File: src/cwc_pkg.sv
// Shared types, constants, microcode program and helpers of the credit window controller.
package cwc_pkg;

   localparam int MAX_WINDOW_DEF = 64;

   localparam int CMD_W       = 2;
   localparam int CORES_W     = 9;
   localparam int DELAY_W     = 16;
   localparam int SESS_W      = 16;
   localparam int DRAIN_W     = 16;
   localparam int OLD_W       = 6;
   localparam int PEND_W      = 7;
   localparam int DEMAND_W    = 16;
   localparam int OUT_WIN_W   = 22;
   localparam int WAKE_W      = 16;
   localparam int STATE_W     = 23;
   localparam int W_W         = 26;
   localparam int Q_W         = 24;
   localparam int PDM_W       = 25;
   localparam int FAC_W       = 9;

   localparam int REQ_DATA_W  = 88;
   localparam int RSP_DATA_W  = 72;
   localparam int RSP_USED_W  = OLD_W + 2 * OUT_WIN_W + WAKE_W;

   localparam logic [CORES_W-1:0] CORES_RST = 9'd8;
   localparam logic [STATE_W-1:0] STATE_MAX = {STATE_W{1'b1}};

   localparam int DIV_W          = 32;
   localparam int DSR_W          = 16;
   localparam int DIV_RADIX_BITS = 4;
   localparam int DIV_STEPS      = DIV_W / DIV_RADIX_BITS;
   localparam int DIV_CNT_W      = $clog2(DIV_STEPS);

   localparam logic [DELAY_W-1:0] DELAY_MIN = 16'd80;
   localparam logic [DELAY_W-1:0] DELAY_SAT = 16'd280;
   localparam logic [DELAY_W-1:0] F_BASE    = 16'd480;
   localparam logic [FAC_W-1:0]   F_MIN     = 9'd200;
   localparam logic [DSR_W-1:0]   F_DEN     = 16'd400;
   localparam logic [DSR_W-1:0]   GROW_DEN  = 16'd500;

   typedef enum logic [CMD_W-1:0] {
      CMD_TICK,
      CMD_UPDATE,
      CMD_TRIM,
      CMD_RELEASE
   } cmd_type;

   typedef struct packed {
      logic             start;
      logic [DIV_W-1:0] dividend;
      logic [DSR_W-1:0] divisor;
   } div_req_type;

   typedef enum logic [3:0] {
      OP_NOP,
      OP_TICK_DIV,
      OP_TICK_GROW,
      OP_TICK_CLAMP,
      OP_TICK_WAKE,
      OP_TICK_COMMIT,
      OP_UPD_DIV,
      OP_UPD_MARGIN,
      OP_UPD_BASE,
      OP_UPD_RAISE,
      OP_UPD_LIMIT,
      OP_UPD_COMMIT,
      OP_TRIM_COMMIT,
      OP_RELEASE_COMMIT,
      OP_KEEP_COMMIT
   } uop_type;

   typedef enum logic [2:0] {
      JMP_IDLE,
      JMP_DISPATCH,
      JMP_NEXT,
      JMP_WAIT,
      JMP_DRAINED,
      JMP_EMIT
   } jmp_type;

   localparam int STEP_W = 5;
   typedef logic [STEP_W-1:0] step_type;

   localparam step_type S_IDLE      = 5'd0;
   localparam step_type S_TICK_DIV  = 5'd1;
   localparam step_type S_TICK_WAIT = 5'd2;
   localparam step_type S_TICK_GROW = 5'd3;
   localparam step_type S_TICK_CLMP = 5'd4;
   localparam step_type S_TICK_WAKE = 5'd5;
   localparam step_type S_TICK_CMT  = 5'd6;
   localparam step_type S_UPD_DIV   = 5'd7;
   localparam step_type S_UPD_WAIT  = 5'd8;
   localparam step_type S_UPD_MARG  = 5'd9;
   localparam step_type S_UPD_BASE  = 5'd10;
   localparam step_type S_UPD_RAISE = 5'd11;
   localparam step_type S_UPD_LIMIT = 5'd12;
   localparam step_type S_UPD_CMT   = 5'd13;
   localparam step_type S_TRIM_CMT  = 5'd14;
   localparam step_type S_REL_CMT   = 5'd15;
   localparam step_type S_KEEP_CMT  = 5'd16;

   typedef struct packed {
      uop_type  op;
      jmp_type  jmp;
      step_type target;
   } ucode_type;

   function automatic ucode_type ucode_rom(input step_type s);
      ucode_type u;
      u = '{op: OP_NOP, jmp: JMP_IDLE, target: S_IDLE};
      case (s)
         S_IDLE:      u = '{op: OP_NOP,            jmp: JMP_DISPATCH, target: S_IDLE};
         S_TICK_DIV:  u = '{op: OP_TICK_DIV,       jmp: JMP_NEXT,     target: S_IDLE};
         S_TICK_WAIT: u = '{op: OP_NOP,            jmp: JMP_WAIT,     target: S_IDLE};
         S_TICK_GROW: u = '{op: OP_TICK_GROW,      jmp: JMP_NEXT,     target: S_IDLE};
         S_TICK_CLMP: u = '{op: OP_TICK_CLAMP,     jmp: JMP_NEXT,     target: S_IDLE};
         S_TICK_WAKE: u = '{op: OP_TICK_WAKE,      jmp: JMP_NEXT,     target: S_IDLE};
         S_TICK_CMT:  u = '{op: OP_TICK_COMMIT,    jmp: JMP_EMIT,     target: S_IDLE};
         S_UPD_DIV:   u = '{op: OP_UPD_DIV,        jmp: JMP_DRAINED,  target: S_KEEP_CMT};
         S_UPD_WAIT:  u = '{op: OP_NOP,            jmp: JMP_WAIT,     target: S_IDLE};
         S_UPD_MARG:  u = '{op: OP_UPD_MARGIN,     jmp: JMP_NEXT,     target: S_IDLE};
         S_UPD_BASE:  u = '{op: OP_UPD_BASE,       jmp: JMP_NEXT,     target: S_IDLE};
         S_UPD_RAISE: u = '{op: OP_UPD_RAISE,      jmp: JMP_NEXT,     target: S_IDLE};
         S_UPD_LIMIT: u = '{op: OP_UPD_LIMIT,      jmp: JMP_NEXT,     target: S_IDLE};
         S_UPD_CMT:   u = '{op: OP_UPD_COMMIT,     jmp: JMP_EMIT,     target: S_IDLE};
         S_TRIM_CMT:  u = '{op: OP_TRIM_COMMIT,    jmp: JMP_EMIT,     target: S_IDLE};
         S_REL_CMT:   u = '{op: OP_RELEASE_COMMIT, jmp: JMP_EMIT,     target: S_IDLE};
         S_KEEP_CMT:  u = '{op: OP_KEEP_COMMIT,    jmp: JMP_EMIT,     target: S_IDLE};
         default:     u = '{op: OP_NOP,            jmp: JMP_IDLE,     target: S_IDLE};
      endcase
      return u;
   endfunction

   function automatic step_type entry_step(input cmd_type c);
      step_type s;
      case (c)
         CMD_TICK:    s = S_TICK_DIV;
         CMD_UPDATE:  s = S_UPD_DIV;
         CMD_TRIM:    s = S_TRIM_CMT;
         CMD_RELEASE: s = S_REL_CMT;
         default:     s = S_IDLE;
      endcase
      return s;
   endfunction

   function automatic logic [STATE_W-1:0] sat_state(input logic signed [W_W-1:0] v);
      logic [STATE_W-1:0] r;
      if (v < 0) begin
         r = '0;
      end else if (v > $signed(W_W'(STATE_MAX))) begin
         r = STATE_MAX;
      end else begin
         r = v[STATE_W-1:0];
      end
      return r;
   endfunction

endpackage

File: src/cwc_div.sv
// Iterative unsigned divider, four quotient bits per cycle.
module cwc_div
   import cwc_pkg::*;
(
   input  logic             clock,
   input  logic             reset,
   input  div_req_type      div_req,
   output logic             div_busy,
   output logic [DIV_W-1:0] div_quot
);

   logic                 busy_ff, busy_in;
   logic [DIV_CNT_W-1:0] cnt_ff, cnt_in;
   logic [DIV_W-1:0]     quot_ff, quot_in;
   logic [DSR_W:0]       rem_ff, rem_in;
   logic [DSR_W-1:0]     dsr_ff, dsr_in;

   always_comb begin
      logic [DSR_W:0]   r;
      logic [DIV_W-1:0] q;
      r = rem_ff;
      q = quot_ff;
      for (int i = 0; i < DIV_RADIX_BITS; i++) begin
         r = {r[DSR_W-1:0], q[DIV_W-1]};
         q = {q[DIV_W-2:0], 1'b0};
         if (r >= {1'b0, dsr_ff}) begin
            r    = r - {1'b0, dsr_ff};
            q[0] = 1'b1;
         end
      end
      busy_in = busy_ff;
      cnt_in  = cnt_ff;
      quot_in = quot_ff;
      rem_in  = rem_ff;
      dsr_in  = dsr_ff;
      if (div_req.start) begin
         busy_in = 1'b1;
         cnt_in  = '0;
         quot_in = div_req.dividend;
         rem_in  = '0;
         dsr_in  = div_req.divisor;
      end else if (busy_ff) begin
         quot_in = q;
         rem_in  = r;
         cnt_in  = cnt_ff + 1'b1;
         busy_in = (cnt_ff != DIV_CNT_W'(DIV_STEPS - 1));
      end
   end

   always_ff @(posedge clock) begin
      if (reset) begin
         busy_ff <= 1'b0;
         cnt_ff  <= '0;
      end else begin
         busy_ff <= busy_in;
         cnt_ff  <= cnt_in;
      end
   end

   always_ff @(posedge clock) begin
      quot_ff <= quot_in;
      rem_ff  <= rem_in;
      dsr_ff  <= dsr_in;
   end

   assign div_busy = busy_ff;
   assign div_quot = quot_ff;

endmodule

File: src/rpc_credit_window_controller.sv
// Top level of the RPC server credit window controller: microcoded sequencer and datapath.
//
// Keeps the server's global credit window and the credits held by sessions. Each request
// (tick, session window update, trim, release) yields exactly one response. A small
// microprogram steps a shared datapath; an iterative divider (4 bits per cycle) does the
// window scaling by 400, the growth by sessions/500 and the per-session margin. A tick
// starts the divider, waits for it, then grows, clamps, computes wakes and commits; a session
// update starts the divider, waits, then sets margin, base, raise and limit before its commit.
// Trim and release respond from a single commit step, and an update of a drained session
// skips the divider and goes straight to its commit step. After each commit the sequencer
// returns to its idle step, where the next request is taken. The response sits in an output
// register, so the next request is taken while it waits; a response still waiting there
// holds the next one at its commit step. Configuration (the core count) is written through
// the csr channel; the user must do so only while no request is in flight, and the block itself does not enforce this.
module rpc_credit_window_controller
   import cwc_pkg::*;
#(
   parameter int MAX_WINDOW = MAX_WINDOW_DEF
) (
   input  logic                   clock,
   input  logic                   reset,
   input  logic                   req_tvalid,
   output logic                   req_tready,
   // queue_delay_us, session_count, drained_count, old_window, pending_requests,
   // client_demand, wake_flag, sync_flag, dropped_flag, in_drained_list
   input  logic [REQ_DATA_W-1:0]  req_tdata,
   // cmd
   input  logic [CMD_W-1:0]       req_tuser,
   output logic                   rsp_tvalid,
   input  logic                   rsp_tready,
   // session_window, global_window, credits_in_use, wake_count
   output logic [RSP_DATA_W-1:0]  rsp_tdata,
   input  logic                   csr_valid,
   output logic                   csr_ready,
   input  logic [CORES_W-1:0]     csr_data
);

   step_type  step_ff, step_in;
   ucode_type uc;
   logic      fire, emit, out_free;

   logic [CORES_W-1:0]     core_cnt_ff;
   logic [STATE_W-1:0]     gw_ff, gw_in, cu_ff, cu_in;

   logic [DELAY_W-1:0]  delay_ff;
   logic [SESS_W-1:0]   sess_ff;
   logic [DRAIN_W-1:0]  drain_ff;
   logic [OLD_W-1:0]    old_ff;
   logic [PEND_W-1:0]   pend_ff;
   logic [DEMAND_W-1:0] demand_ff;
   logic                wake_flag_ff, sync_ff, dropped_ff, drained_ff;

   logic signed [W_W-1:0] w_ff, w_in, open_ff, open_in;
   logic [Q_W-1:0]        margin_ff, margin_in;
   logic [PDM_W-1:0]      pdm_ff, pdm_in;
   logic [WAKE_W-1:0]     wake_ff, wake_in;

   logic                 rsp_valid_ff, rsp_valid_in;
   logic [OLD_W-1:0]     rsp_sw_ff, rsp_sw_in;
   logic [OUT_WIN_W-1:0] rsp_gw_ff, rsp_cu_ff;
   logic [WAKE_W-1:0]    rsp_wake_ff, rsp_wake_in;

   div_req_type      div_req;
   logic             div_busy;
   logic [DIV_W-1:0] div_quot;

   cwc_div u_div (
      .clock    (clock),
      .reset    (reset),
      .div_req  (div_req),
      .div_busy (div_busy),
      .div_quot (div_quot)
   );

   assign uc         = ucode_rom(step_ff);
   assign out_free   = !rsp_valid_ff || rsp_tready;
   assign fire       = (uc.jmp != JMP_EMIT) || out_free;
   assign req_tready = (uc.jmp == JMP_DISPATCH);
   assign csr_ready  = 1'b1;

   always_comb begin
      step_in = step_ff;
      case (uc.jmp)
         JMP_DISPATCH: if (req_tvalid) step_in = entry_step(cmd_type'(req_tuser));
         JMP_NEXT:     step_in = step_ff + 1'b1;
         JMP_WAIT:     if (!div_busy) step_in = step_ff + 1'b1;
         JMP_DRAINED:  step_in = drained_ff ? uc.target : step_ff + 1'b1;
         JMP_EMIT:     if (out_free) step_in = S_IDLE;
         default:      step_in = S_IDLE;
      endcase
   end

   always_comb begin
      logic signed [W_W-1:0] t, ow, mc_s, lim_s, open_s, pd_s, pdm_s, m_s, p_s, cap_s;
      logic [FAC_W-1:0]      f;
      logic [Q_W-1:0]        m;
      ow     = $signed(W_W'(old_ff));
      pdm_s  = $signed(W_W'(pdm_ff));
      m_s    = $signed(W_W'(margin_ff));
      t      = w_ff;
      f      = F_MIN;
      m      = '0;
      mc_s   = '0;
      lim_s  = '0;
      open_s = '0;
      pd_s   = '0;
      p_s    = '0;
      cap_s  = '0;
      w_in      = w_ff;
      open_in   = open_ff;
      margin_in = margin_ff;
      pdm_in    = pdm_ff;
      wake_in   = wake_ff;
      gw_in     = gw_ff;
      cu_in     = cu_ff;
      div_req   = '0;
      emit      = 1'b0;
      rsp_sw_in   = old_ff;
      rsp_wake_in = '0;
      if (fire) begin
         case (uc.op)
            OP_TICK_DIV: begin
               div_req.start = 1'b1;
               if (delay_ff >= DELAY_MIN) begin
                  f = (delay_ff >= DELAY_SAT) ? F_MIN : FAC_W'(F_BASE - delay_ff);
                  div_req.dividend = DIV_W'(gw_ff) * DIV_W'(f);
                  div_req.divisor  = F_DEN;
               end else begin
                  div_req.dividend = DIV_W'(sess_ff);
                  div_req.divisor  = GROW_DEN;
               end
            end
            OP_TICK_GROW: begin
               if (delay_ff >= DELAY_MIN) begin
                  w_in = $signed(W_W'(div_quot[Q_W-1:0]));
               end else if (div_quot == '0) begin
                  w_in = $signed(W_W'(gw_ff)) + $signed(W_W'(1));
               end else begin
                  w_in = $signed(W_W'(gw_ff)) + $signed(W_W'(div_quot[Q_W-1:0]));
               end
            end
            OP_TICK_CLAMP: begin
               mc_s  = $signed(W_W'(core_cnt_ff));
               lim_s = $signed(W_W'(sess_ff)) * $signed(W_W'(MAX_WINDOW));
               t     = (w_ff < mc_s) ? mc_s : w_ff;
               w_in  = (t > lim_s) ? lim_s : t;
            end
            OP_TICK_WAKE: begin
               open_s = w_ff - $signed(W_W'(cu_ff));
               if (open_s > 0) begin
                  wake_in = (open_s < $signed(W_W'(drain_ff))) ? open_s[WAKE_W-1:0] : drain_ff;
               end else begin
                  wake_in = '0;
               end
            end
            OP_TICK_COMMIT: begin
               emit        = 1'b1;
               gw_in       = sat_state(w_ff);
               cu_in       = sat_state($signed(W_W'(cu_ff)) + $signed(W_W'(wake_ff)));
               rsp_wake_in = wake_ff;
            end
            OP_UPD_DIV: begin
               open_s  = $signed(W_W'(gw_ff)) - $signed(W_W'(cu_ff));
               open_in = open_s;
               div_req.start    = !drained_ff;
               div_req.dividend = (open_s > 0) ? DIV_W'(open_s[STATE_W-1:0]) : '0;
               div_req.divisor  = (sess_ff == '0) ? DSR_W'(1) : sess_ff;
            end
            OP_UPD_MARGIN: begin
               if (open_ff > 0 && div_quot != '0) begin
                  m = div_quot[Q_W-1:0];
               end else begin
                  m = Q_W'(1);
               end
               margin_in = m;
               pdm_in    = PDM_W'(pend_ff) + PDM_W'(demand_ff) + PDM_W'(m);
            end
            OP_UPD_BASE: begin
               if (open_ff > 0) begin
                  t    = ow + open_ff;
                  w_in = (pdm_s < t) ? pdm_s : t;
               end else if (open_ff < 0) begin
                  w_in = ow - $signed(W_W'(1));
               end else begin
                  w_in = ow;
               end
            end
            OP_UPD_RAISE: begin
               if (wake_flag_ff || sess_ff <= SESS_W'(core_cnt_ff)) begin
                  if (t < m_s) t = m_s;
               end
               if (old_ff != '0 && t == 0 && !dropped_ff && !sync_ff) t = m_s;
               w_in = t;
            end
            OP_UPD_LIMIT: begin
               p_s   = $signed(W_W'(pend_ff));
               cap_s = $signed(W_W'(MAX_WINDOW - 1));
               if (t < p_s) t = p_s;
               if (t > cap_s) t = cap_s;
               if (t > pdm_s) t = pdm_s;
               w_in = t;
            end
            OP_UPD_COMMIT: begin
               emit      = 1'b1;
               cu_in     = sat_state($signed(W_W'(cu_ff)) + w_ff - ow);
               rsp_sw_in = w_ff[OLD_W-1:0];
            end
            OP_TRIM_COMMIT: begin
               emit = 1'b1;
               pd_s = $signed(W_W'(pend_ff)) + $signed(W_W'(demand_ff));
               if (ow > pd_s) begin
                  rsp_sw_in = pd_s[OLD_W-1:0];
                  cu_in     = sat_state($signed(W_W'(cu_ff)) - (ow - pd_s));
               end
            end
            OP_RELEASE_COMMIT: begin
               emit      = 1'b1;
               cu_in     = sat_state($signed(W_W'(cu_ff)) - ow);
               rsp_sw_in = '0;
            end
            OP_KEEP_COMMIT: begin
               emit = 1'b1;
            end
            default: begin
            end
         endcase
      end
      rsp_valid_in = emit ? 1'b1 : (rsp_valid_ff && !rsp_tready);
   end

   always_ff @(posedge clock) begin
      if (reset) begin
         step_ff      <= S_IDLE;
         core_cnt_ff  <= CORES_RST;
         gw_ff        <= STATE_W'(CORES_RST);
         cu_ff        <= '0;
         rsp_valid_ff <= 1'b0;
      end else begin
         step_ff      <= step_in;
         gw_ff        <= gw_in;
         cu_ff        <= cu_in;
         rsp_valid_ff <= rsp_valid_in;
         if (csr_valid && csr_ready) core_cnt_ff <= csr_data;
      end
   end

   always_ff @(posedge clock) begin
      w_ff      <= w_in;
      open_ff   <= open_in;
      margin_ff <= margin_in;
      pdm_ff    <= pdm_in;
      wake_ff   <= wake_in;
      if (req_tvalid && req_tready) begin
         delay_ff     <= req_tdata[15:0];
         sess_ff      <= req_tdata[31:16];
         drain_ff     <= req_tdata[47:32];
         old_ff       <= req_tdata[53:48];
         pend_ff      <= req_tdata[60:54];
         demand_ff    <= req_tdata[76:61];
         wake_flag_ff <= req_tdata[77];
         sync_ff      <= req_tdata[78];
         dropped_ff   <= req_tdata[79];
         drained_ff   <= req_tdata[80];
      end
      if (emit) begin
         rsp_sw_ff   <= rsp_sw_in;
         rsp_gw_ff   <= gw_in[OUT_WIN_W-1:0];
         rsp_cu_ff   <= cu_in[OUT_WIN_W-1:0];
         rsp_wake_ff <= rsp_wake_in;
      end
   end

   assign rsp_tvalid = rsp_valid_ff;
   assign rsp_tdata  = {{(RSP_DATA_W - RSP_USED_W){1'b0}},
                        rsp_wake_ff, rsp_cu_ff, rsp_gw_ff, rsp_sw_ff};

`ifndef SYNTHESIS
   a_div_idle: assert property (@(posedge clock) disable iff (reset)
      step_ff == S_IDLE |-> !div_busy)
      else $error("divider busy while sequencer idle");

   a_gw_tick_only: assert property (@(posedge clock) disable iff (reset)
      emit && uc.op != OP_TICK_COMMIT |=> $stable(gw_ff))
      else $error("global window changed outside tick");

   a_upd_range: assert property (@(posedge clock) disable iff (reset)
      step_ff == S_UPD_CMT |-> w_ff >= 0 && w_ff <= $signed(W_W'(MAX_WINDOW - 1)))
      else $error("session window out of range at commit");

   a_wake_tick_only: assert property (@(posedge clock) disable iff (reset)
      emit && uc.op != OP_TICK_COMMIT |=> rsp_wake_ff == '0)
      else $error("wake count on non-tick response");
`endif

endmodule

File: config.mk
export PLATFORM = sky130hd
export DESIGN_NAME = rpc_credit_window_controller
export DESIGN_NICKNAME = d
export VERILOG_FILES = /design/src/cwc_pkg.sv /design/src/cwc_div.sv /design/src/rpc_credit_window_controller.sv
export SDC_FILE = /design/constraint.sdc
export NUM_CORES = 2
export LEC_CHECK = 0
export BUFFER_PORTS_ARGS = -buffer_cell sky130_fd_sc_hd__buf_2
export CAP_MARGIN = 15
export CORE_ASPECT_RATIO = 1.1
export CORE_MARGIN = 2
export CORE_UTILIZATION = 40
export CTS_CLUSTER_DIAMETER = 30
export DETAILED_ROUTE_END_ITERATION = 6
export PLACE_DENSITY = 0.66
export SKIP_CTS_REPAIR_TIMING = 1
export SYNTH_ARGS = -nofsm -noshare
export SYNTH_HDL_FRONTEND = slang
export SYNTH_SLANG_ARGS = --single-unit
File: constraint.sdc
create_clock -name clock -period 10.1 [get_ports clock]
set_input_delay 0.505 -clock clock [delete_from_list [all_inputs] [get_ports clock]]
set_output_delay 0.505 -clock clock [all_outputs]
set_load 0.05 [all_outputs]
# Yosys cells after proc, flatten, opt, wreduce, memory -nomap -nowiden
# Memories as Yosys holds them, arrays and structs flattened. A register that Yosys moved wholly into a read port is not among the register bits.
# Index checks and enable logic that the tools add are counted.
word_totals:
  mem_bits_rw: 0
  mem_bits_ro: 256
  memories: 1
  input_bits: 104
  latch_bits: 0
  register_bits: 391
op_classes:
  muxes: 71
  div_mod_pow: 0
  add_sub_neg: 22
  shift: 0
  bitwise_logic: 0
  n_mul: 1
  magnitude_cmp: 30
  n_reduce_logical: 32
  n_eq_ne: 28
mem_list:
  columns: ["memory", "words", "width", "rd", "rd_ports_with_merged_regs", "wr", "line_no", "source"]
  rows:
  - ["(no name shown)", 32, 8, 1, 1, 0, "cwc_pkg.sv:112", "case (s)"]
ops:
  columns: ["cell", "count"]
  rows:
  - ["26-bit 2-to-1 mux", 17]
  - ["23-bit 2-to-1 mux", 12]
  - ["26-bit one-hot mux with 5 select lines", 1]
  - ["49-bit one-hot mux with 2 select lines", 1]
  - ["16-bit 2-to-1 mux", 6]
  - ["23-bit one-hot mux with 4 select lines", 1]
  - ["24-bit by 1-bit < comparator with 1-bit output (second input constant)", 3]
  - ["24-bit 2-to-1 mux", 3]
  - ["17-bit by 16-bit greater-or-equal comparator with 1-bit output", 4]
  - ["22-bit 2-to-1 mux", 3]
  - ["32-bit logical NOT", 2]
  - ["32-bit 2-to-1 mux", 2]
  - ["16-bit subtractor", 4]
  - ["26-bit by 24-bit greater-than comparator with 1-bit output (second input constant)", 2]
  - ["26-bit by 1-bit < comparator with 1-bit output (second input constant)", 2]
  - ["25-bit 2-to-1 mux", 2]
  - ["49-bit 2-to-1 mux", 1]
  - ["24-bit by 1-bit greater-than comparator with 1-bit output (second input constant)", 2]
  - ["48-bit 2-to-1 mux", 1]
  - ["7-bit by 16-bit adder with 17-bit output", 2]
  - ["23-bit by 9-bit multiplier with 32-bit output", 1]
  - ["32-bit nonzero test", 1]
  - ["5-bit 2-to-1 mux", 6]
  - ["4-bit equality test (second input constant)", 7]
  - ["62 further kinds", 98]

# Depth between registers and ports, before layout
depth:
  word_depth: 11
  ltp_mapped: 50

# Hierarchy
# Synthesis repeated with hierarchy kept, for this count alone.
hier_totals:
  hier_cells: 4981
  hier_area_um2: 43307.8
by_module_without_submodules:
  columns: ["mod", "seq_area_each_um2", "area_each_um2", "instances", "cells_per_inst"]
  rows:
  - ["rpc_credit_window_controller", 9248.9, 36746.5, 1, 4273]
  - ["cwc_div", 1841.8, 6561.3, 1, 708]

# Worst setup path before layout
# No wires, ideal clock.
synth_timing:
  path_kind: "register -> register"
  startpoint: "register u_div.dsr_ff[1]"
  endpoint: "register u_div.rem_ff[10]"
  period_less_slack_ns: 10.006
  path_stages_with_launch: 49
  path_buffers: 6
  t_arrival_ns: 9.913
  t_required_ns: 10.007
  setup_time_ns: 0.093
  slack_ns: 0.094
  path_cell_list: "edfxtp_1 > inv_1 > ha_1 > nor2b_1 > o31a_1 > o2111ai_1 > a21oi_1 > or2_2 > clkbuf_1 > clkbuf_1 > o21ai_0 > inv_1 > ha_1 > nor2b_1 > o31a_1 > o21ba_2 > o21ai_0 > a21oi_1 > (+13 left out) > o21ai_0 > a21oi_1 > nor2_1 > clkbuf_1 > mux2i_1 > ha_1 > a21o_1 > a21o_1 > a31oi_1 > a211o_1 > o21ai_0 > o211a_1 > nor3_1 > o211a_1 > a31oi_1 > buf_1 > mux2i_1 > a211oi_1"
synth_via:
  elab_chain_cells: 8
  word_cells_on_any_way: 12
  classes_between: "add/sub: 4; order compare: 4; mux: 4"
synth_rtl:
  columns: ["item", "line_no", "source"]
  rows:
  - ["start: declaration", "cwc_div.sv:16", "logic [DSR_W-1:0] dsr_ff, dsr_in;"]
  - ["start signal: assignment", "cwc_div.sv:63", "dsr_ff <= dsr_in;"]
  - ["16-bit subtractor or 17-bit by 16-bit greater-or-equal comparator with 1-bit output (tied branches)", "cwc_div.sv:27, cwc_div.sv:26", null]
  - ["16-bit 2-to-1 mux", "cwc_div.sv:26", "if (r >= {1'b0, dsr_ff}) begin"]
  - ["16-bit subtractor or 17-bit by 16-bit greater-or-equal comparator with 1-bit output (tied branches)", "cwc_div.sv:27, cwc_div.sv:26", null]
  - ["16-bit 2-to-1 mux", "cwc_div.sv:26", null]
  - ["16-bit subtractor or 17-bit by 16-bit greater-or-equal comparator with 1-bit output (tied branches)", "cwc_div.sv:27, cwc_div.sv:26", null]
  - ["16-bit 2-to-1 mux", "cwc_div.sv:26", null]
  - ["16-bit subtractor or 17-bit by 16-bit greater-or-equal comparator with 1-bit output (tied branches)", "cwc_div.sv:27, cwc_div.sv:26", null]
  - ["16-bit 2-to-1 mux (*)", "cwc_div.sv:26", null]
  - ["end signal: assignment", "cwc_div.sv:62", "rem_ff <= rem_in;"]
  - ["end: declaration", "cwc_div.sv:15", "logic [DSR_W:0] rem_ff, rem_in;"]
# Mark *: on every way between the ends. The rest lies on a longest branch, timed or not.
# A chain may end at the register's enable or synchronous reset.

# Worst setup path after layout
layout_timing:
  startpoint: "register u_div.dsr_ff[7]"
  endpoint: "register u_div.rem_ff[13]"
# Same word-level chain as after synthesis.

==> impl_results.md <==
* Outcome: complete, but fails checks
* Failing checks: hold timing
* GRT overflow at 0
* Antenna viol nets, final at 0
* Met1 WL at 60300 um
* Port-buffer cells at 164
* Area of the multi-input gates at 28300 sq um
* Post-synthesis register bit count at 399
* Share of post-route cells with drive strength above 1 at 9.72%
* DR WL/cell at 22.9 um
* Synth warn at 0
* Unrepaired setup endpoints after global routing: false
* Num CTS Buffers at 94
* Worst EP required at 10.62 ns
* Largest net degree at the start of global routing at 52
* Final hold vios at 1
* Syn Area/Cell at 8.71 sq um
* Die height at 342 um
* Worst Max-Slew Pin Slew at 1.16 ns
* Post-synth top area cell: edfxtp_1
* Row cnt at 124
* Worst hold path type: in2reg
* Max-cap viol count at 0
* CTS Sinks at 399
* Vias in the first global route at 36300
* I/O pin cnt at 179
* Max stage delay on crit path at 0.39 ns
* Cells after synthesis at 4780
* Min cycle time layout at 9.51 ns
* Hpwl dp at 117000 um
* CTS tree: done
* Worst skew pair latency at 0.72 ns
* Top-area cell type share of the netlist area at 22.4%
* Hold path cells at 1
* Worst Hold Path EP: demand_ff[10]$_DFFE_PP_
* Initial DRC count at 3710
* Hold path start: req_tdata[71]
* CP max FO at 12
* Sequential cell area fraction in the yosys report at 26.6%
* Core region area at 103000 sq um
* Main area contributors after synthesis: edfxtp_1, ha_1, fa_1, dfxtp_1, inv_1
* First-pass GRT wire length at 221000 um
* Post-synth ARST share at 0%
* Post-synth EDFFs at 310
* Clk root buf: clkbuf_16
* Worst clock skew at 0.0895 ns
* FF-to-FF path depth at 45
* Met2 WL post-DR at 67900 um
* Register clock-pin slew on the reported worst setup and hold paths at 0.05 ns
* Slew margin rel. at 22.2%
* Die width at 312 um
* Top_reg_cell synth: edfxtp_1
* Setup CP Type: reg2reg
* Min Hold Slack at -0.00485 ns
* DRT Pass-1 Iters at 6
* Met3 WL post-DR at 12100 um
* # fillers at 10100
* CP dominant cell by count: buf_4
* Overall die area at 107000 sq um
* Startpoint type of the worst setup path: flop
* Endpoint type of the worst setup path: flop
* Initial antenna violation count at 7
* DRC Markers at 0
* Gpl congestion at 1.01
* H-tree depth at 3
* Top Metal Used: met5
* Clock buffer depth at 3
* Register area at 11100 sq um
* CP max stage cell: or2_2
* Vias per std cell at 5.84
* R2R Setup Slk at 0.59 ns
* R2r startpoint: u_div.dsr_ff[7]$_SDFFCE_PP0P_
* Gr usage total at 27.2%
* Crit Reg-Reg Endpoint: u_div.rem_ff[13]$_SDFFE_PP0P_
* Fmax at 105 MHz
* Setup tns final at 0 ns
* Dpl cell area at 44200 sq um
* Area Growth Syn to Fin at 15.3%
* Final max-slew violation count at 0
* Final period utilization at 94.2%
* Final instance area at 48000 sq um
* Final Setup Violations at 0
* Synth Cell Area at 41600 sq um
* Crit path arrival time at 10.03 ns
* Via Count at 37900
* Final wirelength at 149000 um
* Nets at 5754
* Initial Util at 40.2%
* Synth cell types at 84
-- critical path, delay by kind of cell, from the launching register on --
family,cells,cell delay (ns)
simple gates,16,2.47
mux,3,0.94
flops,1,0.35
compound gates,15,2.95
fa+ha+maj,4,1.33
buf+inv,7,1.36
-- placed cells by master, fill, tap and decap left out, types with 25 or more instances in the layout --
cell	n
or3_1	30
o21ai_0	284
edfxtp_1	310
a21o_1	113
dfxtp_1	89
xnor2_1	187
o31a_1	25
nor2_1	400
o21a_1	51
a31oi_1	33
mux2_2	37
o211ai_1	38
mux2i_1	78
dlygate4sd3_1	64
and2_1	135
nand2b_1	41
nor3_1	115
a211oi_1	54
nor2b_1	74
and3_1	56
o21bai_1	41
ha_1	461
nor4_1	43
buf_4	76
nand4_1	46
inv_1	452
clkbuf_16	95
fa_1	175
buf_2	164
xor2_1	85
a21oi_1	329
nand2_1	388
nand3_1	85
-- synthesized netlist by cell type, types with 44 or more instances --
cell type	count
a211oi_1	55
a21o_1	113
a21oi_1	330
and2_1	135
and3_1	58
clkbuf_1	154
dfxtp_1	89
edfxtp_1	310
fa_1	175
ha_1	461
inv_1	452
mux2i_1	78
nand2_1	389
nand3_1	85
nand4_1	46
nor2_1	403
nor2b_1	74
nor3_1	119
nor4_1	44
o21a_1	51
o21ai_0	285
xnor2_1	187
xor2_1	85
-- state kept, by name (all words and copies together) (netlist names), 22 cells and up --
signal / count
u_div.div_quot: 32
margin_ff: 24
gw_ff: 23
open_ff: 24
pdm_ff: 25
rsp_gw_ff: 22
cu_ff: 23
w_ff: 26
rsp_cu_ff: 22
-- per-layer routing --
metal  global-route usage [%]  vias to the layer above
li1                         -                    17600
met1                     34.6                    18200
met2                     44.2                     1668
met3                     4.24                      354
met4                     14.8                        2
met5                        0                        -
-- worst max-delay path by stage --
stage | startpoint | end | cells after the start
2_1_floorplan | u_div.dsr_ff[1]$_SDFFCE_PP0P_ | u_div.rem_ff[10]$_SDFFE_PP0P_ | 48
3_3_place_gp | u_div.dsr_ff[2]$_SDFFCE_PP0P_ | u_div.rem_ff[13]$_SDFFE_PP0P_ | 46
3_5_place_dp | u_div.dsr_ff[2]$_SDFFCE_PP0P_ | u_div.rem_ff[13]$_SDFFE_PP0P_ | 46
4_1_cts | u_div.dsr_ff[2]$_SDFFCE_PP0P_ | u_div.rem_ff[0]$_SDFFE_PP0P_ | 46
5_1_grt | u_div.dsr_ff[14]$_SDFFCE_PP0P_ | u_div.rem_ff[0]$_SDFFE_PP0P_ | 46
6_report | u_div.dsr_ff[7]$_SDFFCE_PP0P_ | u_div.rem_ff[13]$_SDFFE_PP0P_ | 45
-- cells by family after synthesis --
| logic type | Yosys count | synth area share (%) |
|---|---|---|
| AND/OR/NAND/NOR | 1494 | 17.4 |
| AO/OA/AOI/OAI | 1239 | 19.4 |
| adder cells (fa/ha/maj) | 636 | 22.3 |
| buffers and inverters | 623 | 5.70 |
| flip-flops | 399 | 26.6 |
| XOR/XNOR | 272 | 5.72 |
| multiplexers | 115 | 2.88 |
| other | 2 | 0.0180 |
-- per-stage QoR --
| step | hold slack, ns | util, % | instances | setup WS (ns) |
|---|---|---|---|---|
| after floorplan | 0.462 | - | 4785 | 0.0940 |
| after global placement | 0.514 | 42.7 | 6240 | 0.485 |
| after detailed placement | 0.513 | 42.7 | 6240 | 0.378 |
| after CTS | -0.0717 | 45.7 | 6416 | 0.325 |
| after global routing | -0.0120 | 46.4 | 6480 | 0.0273 |
| final | -0.00485 | 46.4 | 6485 | 0.589 |
-- final cells by class --
type,count,area share [%]
diodes,5,0.0261
clock buffers,104,5.04
clock inverters,72,1.50
inverters,452,3.54
multi-input cells,3763,58.9
flip-flops and latches,399,23.1
well taps,1386,3.61
repair buffers,304,4.23
Power is not shown: default switching activity piles up to over one toggle a cycle in this logic, so the estimate is an artifact.
